$ cat src/rtl/olid_pkg.sv
package olid_pkg;

	localparam int CAPACITY = 16;
	localparam int IDX_W    = $clog2(CAPACITY);
	localparam int CNT_W    = $clog2(CAPACITY + 1);
	localparam int WORD_W   = 32;

	typedef enum logic [2:0] {
		OP_PUSH_BACK  = 3'd0,
		OP_PUSH_FRONT = 3'd1,
		OP_INSERT_AT  = 3'd2,
		OP_POP_BACK   = 3'd3,
		OP_POP_FRONT  = 3'd4,
		OP_DELETE_AT  = 3'd5
	} op_t;

	typedef enum logic [1:0] {
		ST_OK     = 2'd0,
		ST_FULL   = 2'd1,
		ST_EMPTY  = 2'd2,
		ST_BADPOS = 2'd3
	} status_t;

	// Command broadcast to every cell of the chain
	typedef struct packed {
		logic                     ins;
		logic                     del;
		logic [CNT_W-1:0]         pos;
		logic signed [WORD_W-1:0] value;
	} cell_cmd_t;

endpackage

$ cat src/rtl/olid_req_if.sv
interface olid_req_if;
	logic               valid;
	logic               ready;
	logic [2:0]         operation;
	logic [3:0]         position;
	logic signed [31:0] value;

	modport source (output valid, operation, position, value, input ready);
	modport sink   (input valid, operation, position, value, output ready);
endinterface

$ cat src/rtl/olid_rsp_if.sv
interface olid_rsp_if;
	logic               valid;
	logic               ready;
	logic [1:0]         status;
	logic [4:0]         entry_count;
	logic signed [31:0] first_value;
	logic signed [31:0] last_value;

	modport source (output valid, status, entry_count, first_value, last_value, input ready);
	modport sink   (input valid, status, entry_count, first_value, last_value, output ready);
endinterface

$ cat src/rtl/olid_cell.sv
module olid_cell import olid_pkg::*; #(
	parameter int IDX = 0
) (
	input  logic                     clk,
	input  cell_cmd_t                cmd,
	input  logic signed [WORD_W-1:0] below,
	input  logic signed [WORD_W-1:0] above,
	output logic signed [WORD_W-1:0] entry_q,
	output logic signed [WORD_W-1:0] entry_d
);

	localparam logic [CNT_W-1:0] MY_IDX = CNT_W'(IDX);

	// Insert: load at the position, take from below above it.
	// Delete: take from above at and past the position.
	always_comb begin
		entry_d = entry_q;
		if (cmd.ins) begin
			if (MY_IDX == cmd.pos) begin
				entry_d = cmd.value;
			end else if (MY_IDX > cmd.pos) begin
				entry_d = below;
			end
		end else if (cmd.del) begin
			if (MY_IDX >= cmd.pos) begin
				entry_d = above;
			end
		end
	end

	always_ff @(posedge clk) begin
		entry_q <= entry_d;
	end

endmodule

$ cat src/rtl/olid_ctrl.sv
module olid_ctrl import olid_pkg::*; (
	input  logic                     accept,
	input  logic [2:0]               operation,
	input  logic [3:0]               position,
	input  logic signed [WORD_W-1:0] value,
	input  logic [CNT_W-1:0]         count_q,
	output cell_cmd_t                cmd,
	output status_t                  status,
	output logic [CNT_W-1:0]         count_d
);

	logic [CNT_W-1:0] pos_ext;
	logic [CNT_W-1:0] cell_pos;
	logic             full;
	logic             empty;
	logic             ins_ok;
	logic             del_ok;

	assign pos_ext = CNT_W'(position);
	assign full    = (count_q == CNT_W'(CAPACITY));
	assign empty   = (count_q == '0);

	// Operation decode: status and the effective cell position
	always_comb begin
		status   = ST_OK;
		ins_ok   = 1'b0;
		del_ok   = 1'b0;
		cell_pos = '0;
		unique case (op_t'(operation))
			OP_PUSH_BACK: begin
				cell_pos = count_q;
				if (full) status = ST_FULL;
				else ins_ok = 1'b1;
			end
			OP_PUSH_FRONT: begin
				if (full) status = ST_FULL;
				else ins_ok = 1'b1;
			end
			OP_INSERT_AT: begin
				cell_pos = pos_ext;
				if (pos_ext >= count_q) status = ST_BADPOS;
				else if (full) status = ST_FULL;
				else ins_ok = 1'b1;
			end
			OP_POP_BACK: begin
				cell_pos = count_q - CNT_W'(1);
				if (empty) status = ST_EMPTY;
				else del_ok = 1'b1;
			end
			OP_POP_FRONT: begin
				if (empty) status = ST_EMPTY;
				else del_ok = 1'b1;
			end
			OP_DELETE_AT: begin
				cell_pos = pos_ext;
				if (empty) status = ST_EMPTY;
				else if (pos_ext >= count_q) status = ST_BADPOS;
				else del_ok = 1'b1;
			end
			default: begin
			end
		endcase
	end

	assign cmd.ins   = accept && ins_ok;
	assign cmd.del   = accept && del_ok;
	assign cmd.pos   = cell_pos;
	assign cmd.value = value;

	// Count after the request
	always_comb begin
		count_d = count_q;
		if (ins_ok) count_d = count_q + CNT_W'(1);
		else if (del_ok) count_d = count_q - CNT_W'(1);
	end

endmodule

$ cat src/rtl/ordered_list_insert_delete.sv
// Bounded ordered list of signed 32-bit words, up to 16 entries.
// Channel req (sink) carries one request: operation, position, value.
// Channel rsp (source) returns one response per request: status, the
// entry count after the request, and the first and last entries (zero when
// the list is empty).
// The entries sit in a chain of cells; on an insert every cell above the
// position takes its lower neighbor, on a delete every cell at or above the
// position takes its upper neighbor, all in the same cycle.
// The response is valid the cycle after the request is accepted.
// Throughput: one request per cycle while rsp.ready is high; the single response register sets it.
// req.ready stays high while the response register is empty or being
// drained, so a new request is taken in the same cycle the previous
// response is taken. When rsp.ready is low with a response held, req.ready
// drops and the list holds still.
// Reset clears the entry count and the response valid; cell contents are
// left as they are, since only entries below the count are ever read.
module ordered_list_insert_delete import olid_pkg::*; (
	input  logic       clk,
	input  logic       arst_n,
	olid_req_if.sink   req,
	olid_rsp_if.source rsp
);

	logic                     accept;
	cell_cmd_t                cmd;
	status_t                  status_d;
	logic [CNT_W-1:0]         count_q;
	logic [CNT_W-1:0]         count_d;
	logic [CNT_W-1:0]         last_idx;
	logic signed [WORD_W-1:0] cell_q [CAPACITY];
	logic signed [WORD_W-1:0] cell_d [CAPACITY];
	logic                     rsp_valid_q;
	status_t                  status_q;
	logic [CNT_W-1:0]         rsp_count_q;
	logic signed [WORD_W-1:0] first_q;
	logic signed [WORD_W-1:0] last_q;

	assign req.ready = !rsp_valid_q || rsp.ready;
	assign accept    = req.valid && req.ready;

	olid_ctrl u_ctrl (
		.accept    (accept),
		.operation (req.operation),
		.position  (req.position),
		.value     (req.value),
		.count_q   (count_q),
		.cmd       (cmd),
		.status    (status_d),
		.count_d   (count_d)
	);

	// Cell chain; the ends see themselves as the missing neighbor
	for (genvar i = 0; i < CAPACITY; i++) begin : g_cell
		olid_cell #(.IDX(i)) u_cell (
			.clk     (clk),
			.cmd     (cmd),
			.below   ((i == 0) ? cell_q[i] : cell_q[(i == 0) ? 0 : i - 1]),
			.above   ((i == CAPACITY - 1) ? cell_q[i]
			          : cell_q[(i == CAPACITY - 1) ? i : i + 1]),
			.entry_q (cell_q[i]),
			.entry_d (cell_d[i])
		);
	end

	assign last_idx = count_d - CNT_W'(1);

	// Entry count
	always_ff @(posedge clk or negedge arst_n) begin
		if (!arst_n) begin
			count_q <= '0;
		end else if (accept) begin
			count_q <= count_d;
		end
	end

	// Response register
	always_ff @(posedge clk or negedge arst_n) begin
		if (!arst_n) begin
			rsp_valid_q <= 1'b0;
		end else if (accept) begin
			rsp_valid_q <= 1'b1;
		end else if (rsp.ready) begin
			rsp_valid_q <= 1'b0;
		end
	end

	always_ff @(posedge clk) begin
		if (accept) begin
			status_q    <= status_d;
			rsp_count_q <= count_d;
			if (count_d == '0) begin
				first_q <= '0;
				last_q  <= '0;
			end else begin
				first_q <= cell_d[0];
				last_q  <= cell_d[last_idx[IDX_W-1:0]];
			end
		end
	end

	assign rsp.valid       = rsp_valid_q;
	assign rsp.status      = status_q;
	assign rsp.entry_count = rsp_count_q;
	assign rsp.first_value = first_q;
	assign rsp.last_value  = last_q;

	// Checks
	a_count_bound: assert property (@(posedge clk) disable iff (!arst_n)
		count_q <= CNT_W'(CAPACITY))
		else $error("entry count above capacity");

	a_ins_grows: assert property (@(posedge clk) disable iff (!arst_n)
		cmd.ins |=> count_q == $past(count_q) + CNT_W'(1))
		else $error("insert did not grow the count");

	a_del_shrinks: assert property (@(posedge clk) disable iff (!arst_n)
		cmd.del |=> count_q == $past(count_q) - CNT_W'(1))
		else $error("delete did not shrink the count");

	a_empty_zero: assert property (@(posedge clk) disable iff (!arst_n)
		rsp_valid_q && rsp_count_q == '0 |-> first_q == '0 && last_q == '0)
		else $error("empty list response not zero");

	a_full_status: assert property (@(posedge clk) disable iff (!arst_n)
		rsp_valid_q && status_q == ST_FULL |-> rsp_count_q == CNT_W'(CAPACITY))
		else $error("full status with room left");

endmodule

$ cat src/flat_wrapper.sv
// flat-port wrapper written by rule: the top's interface ports become plain ports
module ordered_list_insert_delete_flat import olid_pkg::*;
  (clk, arst_n, req_valid, req_operation, req_position, req_value, req_ready, rsp_valid, rsp_status, rsp_entry_count, rsp_first_value, rsp_last_value, rsp_ready);
  olid_req_if req_i ();
  olid_rsp_if rsp_i ();
  input  logic clk;
  input  logic arst_n;
  input wire logic [$bits(req_i.valid)-1:0] req_valid;
  input wire logic [$bits(req_i.operation)-1:0] req_operation;
  input wire logic [$bits(req_i.position)-1:0] req_position;
  input wire logic [$bits(req_i.value)-1:0] req_value;
  output wire logic [$bits(req_i.ready)-1:0] req_ready;
  output wire logic [$bits(rsp_i.valid)-1:0] rsp_valid;
  output wire logic [$bits(rsp_i.status)-1:0] rsp_status;
  output wire logic [$bits(rsp_i.entry_count)-1:0] rsp_entry_count;
  output wire logic [$bits(rsp_i.first_value)-1:0] rsp_first_value;
  output wire logic [$bits(rsp_i.last_value)-1:0] rsp_last_value;
  input wire logic [$bits(rsp_i.ready)-1:0] rsp_ready;
  assign req_i.valid = req_valid;
  assign req_i.operation = req_operation;
  assign req_i.position = req_position;
  assign req_i.value = req_value;
  assign req_ready = req_i.ready;
  assign rsp_valid = rsp_i.valid;
  assign rsp_status = rsp_i.status;
  assign rsp_entry_count = rsp_i.entry_count;
  assign rsp_first_value = rsp_i.first_value;
  assign rsp_last_value = rsp_i.last_value;
  assign rsp_i.ready = rsp_ready;
  ordered_list_insert_delete u_core (.clk(clk), .arst_n(arst_n), .req(req_i), .rsp(rsp_i));
endmodule
$ cat config.mk
export PLATFORM = sky130hd
export DESIGN_NAME = ordered_list_insert_delete_flat
export DESIGN_NICKNAME = d
export VERILOG_FILES = /design/src/rtl/olid_pkg.sv /design/src/rtl/olid_req_if.sv /design/src/rtl/olid_rsp_if.sv /design/src/rtl/olid_cell.sv /design/src/rtl/olid_ctrl.sv /design/src/rtl/ordered_list_insert_delete.sv /design/src/flat_wrapper.sv
export SDC_FILE = /design/constraint.sdc
export NUM_CORES = 2
export LEC_CHECK = 0
export ABC_AREA = 0
export CELL_PAD_IN_SITES_DETAIL_PLACEMENT = 0
export CELL_PAD_IN_SITES_GLOBAL_PLACEMENT = 1
export CORE_ASPECT_RATIO = 1.4
export CORE_MARGIN = 3
export CORE_UTILIZATION = 50
export CTS_CLUSTER_DIAMETER = 150
export DETAILED_ROUTE_END_ITERATION = 10
export DONT_BUFFER_PORTS = 1
export PLACE_DENSITY = 0.81
export SLEW_MARGIN = 20
export SYNTH_ARGS = -nofsm -noshare
export SYNTH_HDL_FRONTEND = slang
export SYNTH_SLANG_ARGS = --single-unit
export TNS_END_PERCENT = 5
$ cat constraint.sdc
create_clock -name clk -period 6.4 [get_ports clk]
set_clock_uncertainty 0.1 [all_clocks]
set_input_delay 1.28 -clock clk [delete_from_list [all_inputs] [get_ports clk]]
set_output_delay 1.28 -clock clk [all_outputs]
set_load 0.01 [all_outputs]
# ---- Yosys cells after proc, flatten, opt, wreduce, memory -nomap -nowiden
# Cells that the tools add are included.
dict set report totals {
  wordCells 190
  input_bits 43
  reg_bits 589
}
dict set report classes {
  addsub 3
  n_mux 98
  eq_ne 21
  order_cmp 32
  n_reduce_logical 13
  n_bitwise 1
}
# operator count
set ops {}
lappend ops {{32-bit 2-to-1 mux} 79}
lappend ops {{32-bit binary-select mux with 4-bit select} 1}
lappend ops {{4-bit by 5-bit == test with 1-bit output, first input constant} 8}
lappend ops {{4-bit by 5-bit > comparator with 1-bit output, first input constant} 8}
lappend ops {{4-bit by 5-bit greater-or-equal comparator with 1-bit output, first input constant} 7}
lappend ops {{3-bit by 5-bit == test with 1-bit output, first input constant} 4}
lappend ops {{3-bit by 5-bit greater-or-equal comparator with 1-bit output, first input constant} 4}
lappend ops {{3-bit by 5-bit > comparator with 1-bit output, first input constant} 4}
lappend ops {{5-bit logical NOT} 3}
lappend ops {{5-bit case mux with 3 select lines} 1}
lappend ops {{2-bit by 5-bit == test with 1-bit output, first input constant} 2}
lappend ops {{1-bit by 5-bit greater-or-equal comparator with 1-bit output, first input constant} 2}
lappend ops {{2-bit by 5-bit greater-or-equal comparator with 1-bit output, first input constant} 2}
lappend ops {{2-bit by 5-bit > comparator with 1-bit output, first input constant} 2}
lappend ops {{5-bit 2-to-1 mux} 2}
lappend ops {{1-bit 2-to-1 mux} 8}
lappend ops {{2-bit 2-to-1 mux} 4}
lappend ops {{2-bit case mux with 4 select lines} 1}
lappend ops {{3-bit by 2-bit == test with 1-bit output, second input constant} 2}
lappend ops {{3-bit == test, second input constant} 2}
lappend ops {{2-bit OR reduction} 3}
lappend ops {{5-bit by 1-bit adder with 5-bit output, second input constant} 1}
lappend ops {{1-bit by 5-bit == test with 1-bit output, first input constant} 1}
lappend ops {{5-bit == test, second input constant} 1}
lappend ops {{other kinds (13)} 16}

# ---- Logic depth before layout (Yosys ltp)
dict set report depth {
  ltp_word 11
  depth_mapped 22
  ltp_nobuf 16
}

# ---- Hierarchy
# Synthesis repeated with hierarchy kept, for this count alone.
dict set report hier_totals {
  hier_cells 4619
  hier_area_um2 41338.4
}
# module instances cells_per_inst area_each_um2
set by_module_without_submodules {}
lappend by_module_without_submodules {ordered_list_insert_delete 1 727 7470.9}
lappend by_module_without_submodules {{olid_cell at u_core.g_cell[4].u_cell} 1 339 2806.4}
lappend by_module_without_submodules {{olid_cell at u_core.g_cell[13].u_cell} 1 302 2548.7}
lappend by_module_without_submodules {{olid_cell at u_core.g_cell[7].u_cell} 1 218 2229.6}
lappend by_module_without_submodules {{olid_cell at u_core.g_cell[1].u_cell} 1 255 2224.6}
lappend by_module_without_submodules {{olid_cell at u_core.g_cell[11].u_cell} 1 270 2205.9}
lappend by_module_without_submodules {{olid_cell at u_core.g_cell[15].u_cell} 1 229 2190.9}
lappend by_module_without_submodules {{olid_cell at u_core.g_cell[2].u_cell} 1 236 2163.3}
lappend by_module_without_submodules {{olid_cell at u_core.g_cell[12].u_cell} 1 263 2135.8}
lappend by_module_without_submodules {{olid_cell at u_core.g_cell[3].u_cell} 1 257 2088.3}
lappend by_module_without_submodules {{olid_cell at u_core.g_cell[5].u_cell} 1 220 1958.1}
lappend by_module_without_submodules {{olid_cell at u_core.g_cell[14].u_cell} 1 222 1929.4}
lappend by_module_without_submodules {{olid_cell at u_core.g_cell[0].u_cell} 1 223 1883.1}
lappend by_module_without_submodules {{olid_cell at u_core.g_cell[9].u_cell} 1 227 1747.9}
lappend by_module_without_submodules {{4 more rows} n/a n/a n/a}

# ---- Worst setup path before layout
# No wires, ideal clock.
dict set report synth_path {
  path_type {input to register}
  startpoint {input req_position[0]}
  endpoint {register u_core.last_q[0] (netlist: u_core.rsp.last_value[0]), data pin}
  arrival_time_ns 5.425
  required_ns 6.041
  path_stages 18
  slack_ns 0.617
  n_path_buf 6
  cell_sequence {inv_1 > ha_1 > nand2b_1 > a2111o_1 > a21o_1 > o221ai_1 > xnor2_1 > inv_1 > buf_2 > buf_2 > clkbuf_1 > ha_1 > clkbuf_1 > inv_1 > clkbuf_1 > clkbuf_1 > mux4_2 > a211o_1}
}
dict set report synth_via {
  elab_chain_len 11
  elab_cells_between_ends 140
}
# item line_no
set synth_lines {}
lappend synth_lines {{start: declaration} flat_wrapper.sv:10} ;# input wire logic [$bits(req_i.position)-1:0] req_position;
lappend synth_lines {{4-bit by 5-bit greater-or-equal comparator with 1-bit output} {olid_ctrl.sv:41, olid_ctrl.sv:57}}
lappend synth_lines {{1-bit 2-to-1 mux} olid_ctrl.sv:57} ;# else if (pos_ext >= count_q) status = ST_BADPOS;
lappend synth_lines {{1-bit 2-to-1 mux} olid_ctrl.sv:56} ;# if (empty) status = ST_EMPTY;
lappend synth_lines {{1-bit case mux with 2 select lines} olid_ctrl.sv:29} ;# unique case (op_t'(operation))
lappend synth_lines {{5-bit 2-to-1 mux} olid_ctrl.sv:74} ;# else if (del_ok) count_d = count_q - CNT_W'(1);
lappend synth_lines {{5-bit 2-to-1 mux} olid_ctrl.sv:73} ;# if (ins_ok) count_d = count_q + CNT_W'(1);
lappend synth_lines {{4-bit by 1-bit subtractor with 4-bit output} ordered_list_insert_delete.sv:65} ;# assign last_idx = count_d - CNT_W'(1);
lappend synth_lines {{4-bit NOT with 5-bit output (not written as such)} ordered_list_insert_delete.sv:96} ;# last_q <= cell_d[last_idx[IDX_W-1:0]];
lappend synth_lines {{32-bit binary-select mux with 4-bit select} ordered_list_insert_delete.sv:96}
lappend synth_lines {{32-bit 2-to-1 mux (not written as such) (2 in a row)} ordered_list_insert_delete.sv:96}
lappend synth_lines {{end signal: assignment} ordered_list_insert_delete.sv:96}
lappend synth_lines {{end: declaration} ordered_list_insert_delete.sv:36} ;# logic signed [WORD_W-1:0] last_q;
# Several ways; a longest one is shown, not always the timed one. The select of a mux whose other input is x is not followed.
# A chain may end at the register's enable or synchronous reset.

# ---- Final worst setup path
dict set report layout_path {
  startpoint {register u_core.count_q[2]}
  endpoint {register u_core.last_q[28] (netlist: u_core.rsp.last_value[28]), data pin}
}
dict set report layout_via {
  elab_chain_len 11
  elab_cells_between_ends 146
}
# item line_no
set layout_lines {}
lappend layout_lines {{start: declaration} ordered_list_insert_delete.sv:27} ;# logic [CNT_W-1:0] count_q;
lappend layout_lines {{start signal: assignment} ordered_list_insert_delete.sv:72} ;# count_q <= count_d;
lappend layout_lines {{4-bit by 5-bit greater-or-equal comparator with 1-bit output} {olid_ctrl.sv:41, olid_ctrl.sv:57}}
lappend layout_lines {{1-bit 2-to-1 mux} olid_ctrl.sv:57}
lappend layout_lines {{1-bit 2-to-1 mux} olid_ctrl.sv:56}
lappend layout_lines {{1-bit case mux with 2 select lines} olid_ctrl.sv:29}
lappend layout_lines {{5-bit 2-to-1 mux} olid_ctrl.sv:74}
lappend layout_lines {{5-bit 2-to-1 mux} olid_ctrl.sv:73}
lappend layout_lines {{4-bit by 1-bit subtractor with 4-bit output} ordered_list_insert_delete.sv:65}
lappend layout_lines {{4-bit NOT with 5-bit output (not written as such)} ordered_list_insert_delete.sv:96}
lappend layout_lines {{32-bit binary-select mux with 4-bit select} ordered_list_insert_delete.sv:96}
lappend layout_lines {{32-bit 2-to-1 mux (not written as such) (2 in a row)} ordered_list_insert_delete.sv:96}
# Several ways; a longest one is shown, not always the timed one. The select of a mux whose other input is x is not followed.

==> metrics <==
Crit Path Max Fanout=16; vias in the first global route=between 30000 and 40000; crit-path max cell delay=0.77 ns; worst path cell trace=inv_1, ha_1, a21o_1, a31o_2, a211o_1, o221ai_1, xnor2_2, clkinv_2, ha_2, o31ai_1, a222oi_1, o21ba_2, nand2_1, o32ai_1, a311o_1; WP depth=15; min Tclk post-route=5.703 ns; Post-Syn Area=roughly 0.033 sq mm; Clock transition at path regs=0.07 ns; Critical-path top delay cell=a222oi_1; ys async rst share=1.019%; hpwl dp=roughly 100000 um; die width=223.1 um; Final Hold Vio Count=0; Vias=34050; GRT Overall Usage=40.40%; Placed Area=0.03412 sq mm; worst skew pair latency=0.67 ns; clk buf depth=3; antenna-violating nets left=0; Synth cell types=roughly 110; Residual DRC=3; Layout area overhead=9.759%; post-CTS setup buffers=0; fmax=0.1753 GHz; Crit path max-delay family=compound AO/OA/AOI/OAI gates; most common flop cell mapped by yosys=dfxtp_1; Hold Path Class=in2async; DRT iter0 DRCs=5311; outcome=complete, but fails checks; Post-CTS Hold Fix Bufs=0; FP Rows=110; count of flip-flops with a built-in enable after synthesis=71; syn_area_per_cell=around 8.5 sq um; #FFs+latches synth=589; fraction of layout cells with a size suffix above 1=between 10% and 20%; core footprint=~0.065 sq mm; setup ws final=roughly 0.70 ns; Final TNS setup=0 ns; largest net degree at the start of global routing=between 100 and 150; Final setup viols=0; clock sinks=589; sequential fraction of the synthesis area=37.97%; Slew @ Worst Pin=1.213 ns; worst path bufs/invs=2; DP Worst Slack=0.4101 ns; Die Y-Extent=310.0 um; post-synth net total=roughly 4000; Setup crit end kind=register; max-slew violation count=0; NumNets Final=3779; global route overflow=0; maxcap violations=0; IO Count=116; Crit Path Category=reg2reg; PwrDens=between 700 and 800 mW/mm^2; initial antenna violation count=1; total power=0.02627 W; design area=~0.036 sq mm; placer congestion estimate=0.9852; hold slack=0.2032 ns; Crit path required time=6.72 ns; Synth top area share=31.06%; CTS tree=built; I/O Buffers=0; Die Area=0.06917 sq mm; Vias/cell=7.365; cts bufs inserted=61; largest vdd supply drop=0.001494 V; R2R cell count=15; Worst EP arrival=about 6.0 ns; CTS H-tree lvls=2; final period utilization=89.11%; initial cell density of the core=50.91%; Leakage=13.85 nW; Max-slew headroom=a little under a fifth; leading area contributor after synthesis=dfxtp_1; RSZ-0062 raised after global routing=no; Worst setup SP type=register; top cells by area, synth=dfxtp_1 31%, edfxtp_1 6.5%, nand2_1 4.9%, a21oi_1 3.6%, o22ai_1 3.2%; CTS root buf=clkbuf_16; routed len/inst=31.48 um; first-pass GRT wire length=216400 um; WL final=approximately 150000 um; failing checks=DRC; CTS resizes=0; Synth Instances=between 3000 and 4000; Pre-antenna DRT Iters=11; Synth warnings=0
==> flip-flops by register name (all words and copies together) (netlist names) <==
name and flops:
u_core.count_q 5, u_core.g_cell.u_cell.entry_q 512, u_core.rsp.entry_count 5, u_core.rsp.status 2, u_core.rsp.valid 1, u_core.rsp.first_value 32, u_core.rsp.last_value 32
==> kinds of logic (layout without fill, tap and decap cells) <==
group	Yosys count	count (layout)	synth area share, %
buf+inv	472	386	6.092
flops	589	589	37.97
compound gates	1555	1555	35.18
mux	142	142	4.913
other cells	0	1	0
xor+xnor	7	7	0.2692
fa+ha+maj	7	7	0.2654
simple gates	1096	1096	15.30
==> cells in the final DEF, fill, tap and decap left out, types with 44 or more instances in the layout <==
cell type	instances
a222oi_1	50
edfxtp_1	71
a22o_1	57
nand2_1	432
nor2_1	271
buf_4	180
mux2i_1	99
a22oi_1	140
nand3_1	103
o221ai_1	44
a221o_1	91
clkbuf_16	64
o21ai_0	151
o22ai_1	168
a21oi_1	234
a221oi_1	50
inv_1	75
a31oi_1	47
nor3_1	72
dfxtp_1	512
a211oi_1	48
o211ai_1	57
==> final timing paths <==
kind | startpoint | end | slack, ns
setup / recovery | u_core.count_q[2] | u_core.rsp.last_value[28] | 0.70
hold / removal | arst_n | u_core.rsp.valid | 0.20
setup reg to reg | u_core.count_q[2] | u_core.rsp.last_value[28] | 0.70
hold reg to reg | u_core.g_cell[9].u_cell.entry_q[29] | u_core.g_cell[8].u_cell.entry_q[29] | 0.40
max in group asynchronous | arst_n | u_core.count_q[0] | 5.92
min in group clk | u_core.g_cell[9].u_cell.entry_q[29] | u_core.g_cell[8].u_cell.entry_q[29] | 0.40
==> report_power, final <==
group	internal, W	switching [W]
Sequential	0.00588	0.00188
Clock	0.00215	0.00168
Combinational	0.00528	0.00941
==> cell type report <==
cell class / instances / area (sq um)
Sequential cell: 589 / 12530
Multi-Input combinational cell: 2807 / 18670
Clock buffer: 73 / 1665
Timing Repair Buffer: 191 / 1572
Tap cell: 840 / 1051
Antenna cell: 1 / 2.502
Inverter: 79 / 300.3
Fill cell: 5892 / 28600
Clock inverter: 43 / 432.9
==> synth_stat cells (all sizes together), types with 42 or more instances <==
library cell and count:
dfxtp 512, nand2 436, nor2 287, a21oi 245, clkbuf 219, buf 174, o22ai 171, o21ai 161
a22oi 140, nand3 105, mux2i 99, a221o 91, nor3 82, inv 79, edfxtp 71, a22o 57
o211ai 57, a211oi 53, a221oi 50, a222oi 50, a31oi 48, o221ai 45, o22a 42
==> metal layers <==
| metal | track usage [%] | wire, um |
|---|---|---|
| met3 | 11.09 | 17480 |
| met1 | 54.26 | 58310 |
| met5 | 0.8922 | 82 |
| met2 | 62.11 | 63540 |
| met4 | 15.53 | 6125 |
==> per-stage QoR <==
| stage | cells | utilization (%) |
|---|---|---|
| floorplan | 3868 | - |
| global placement | 4505 | 52.60 |
| detailed placement | 4506 | 52.64 |
| CTS | 4622 | 55.87 |
| global route | 4622 | 55.88 |
| finish | 4623 | 55.88 |
No activity file was read; power rests on OpenSTA's default activity.
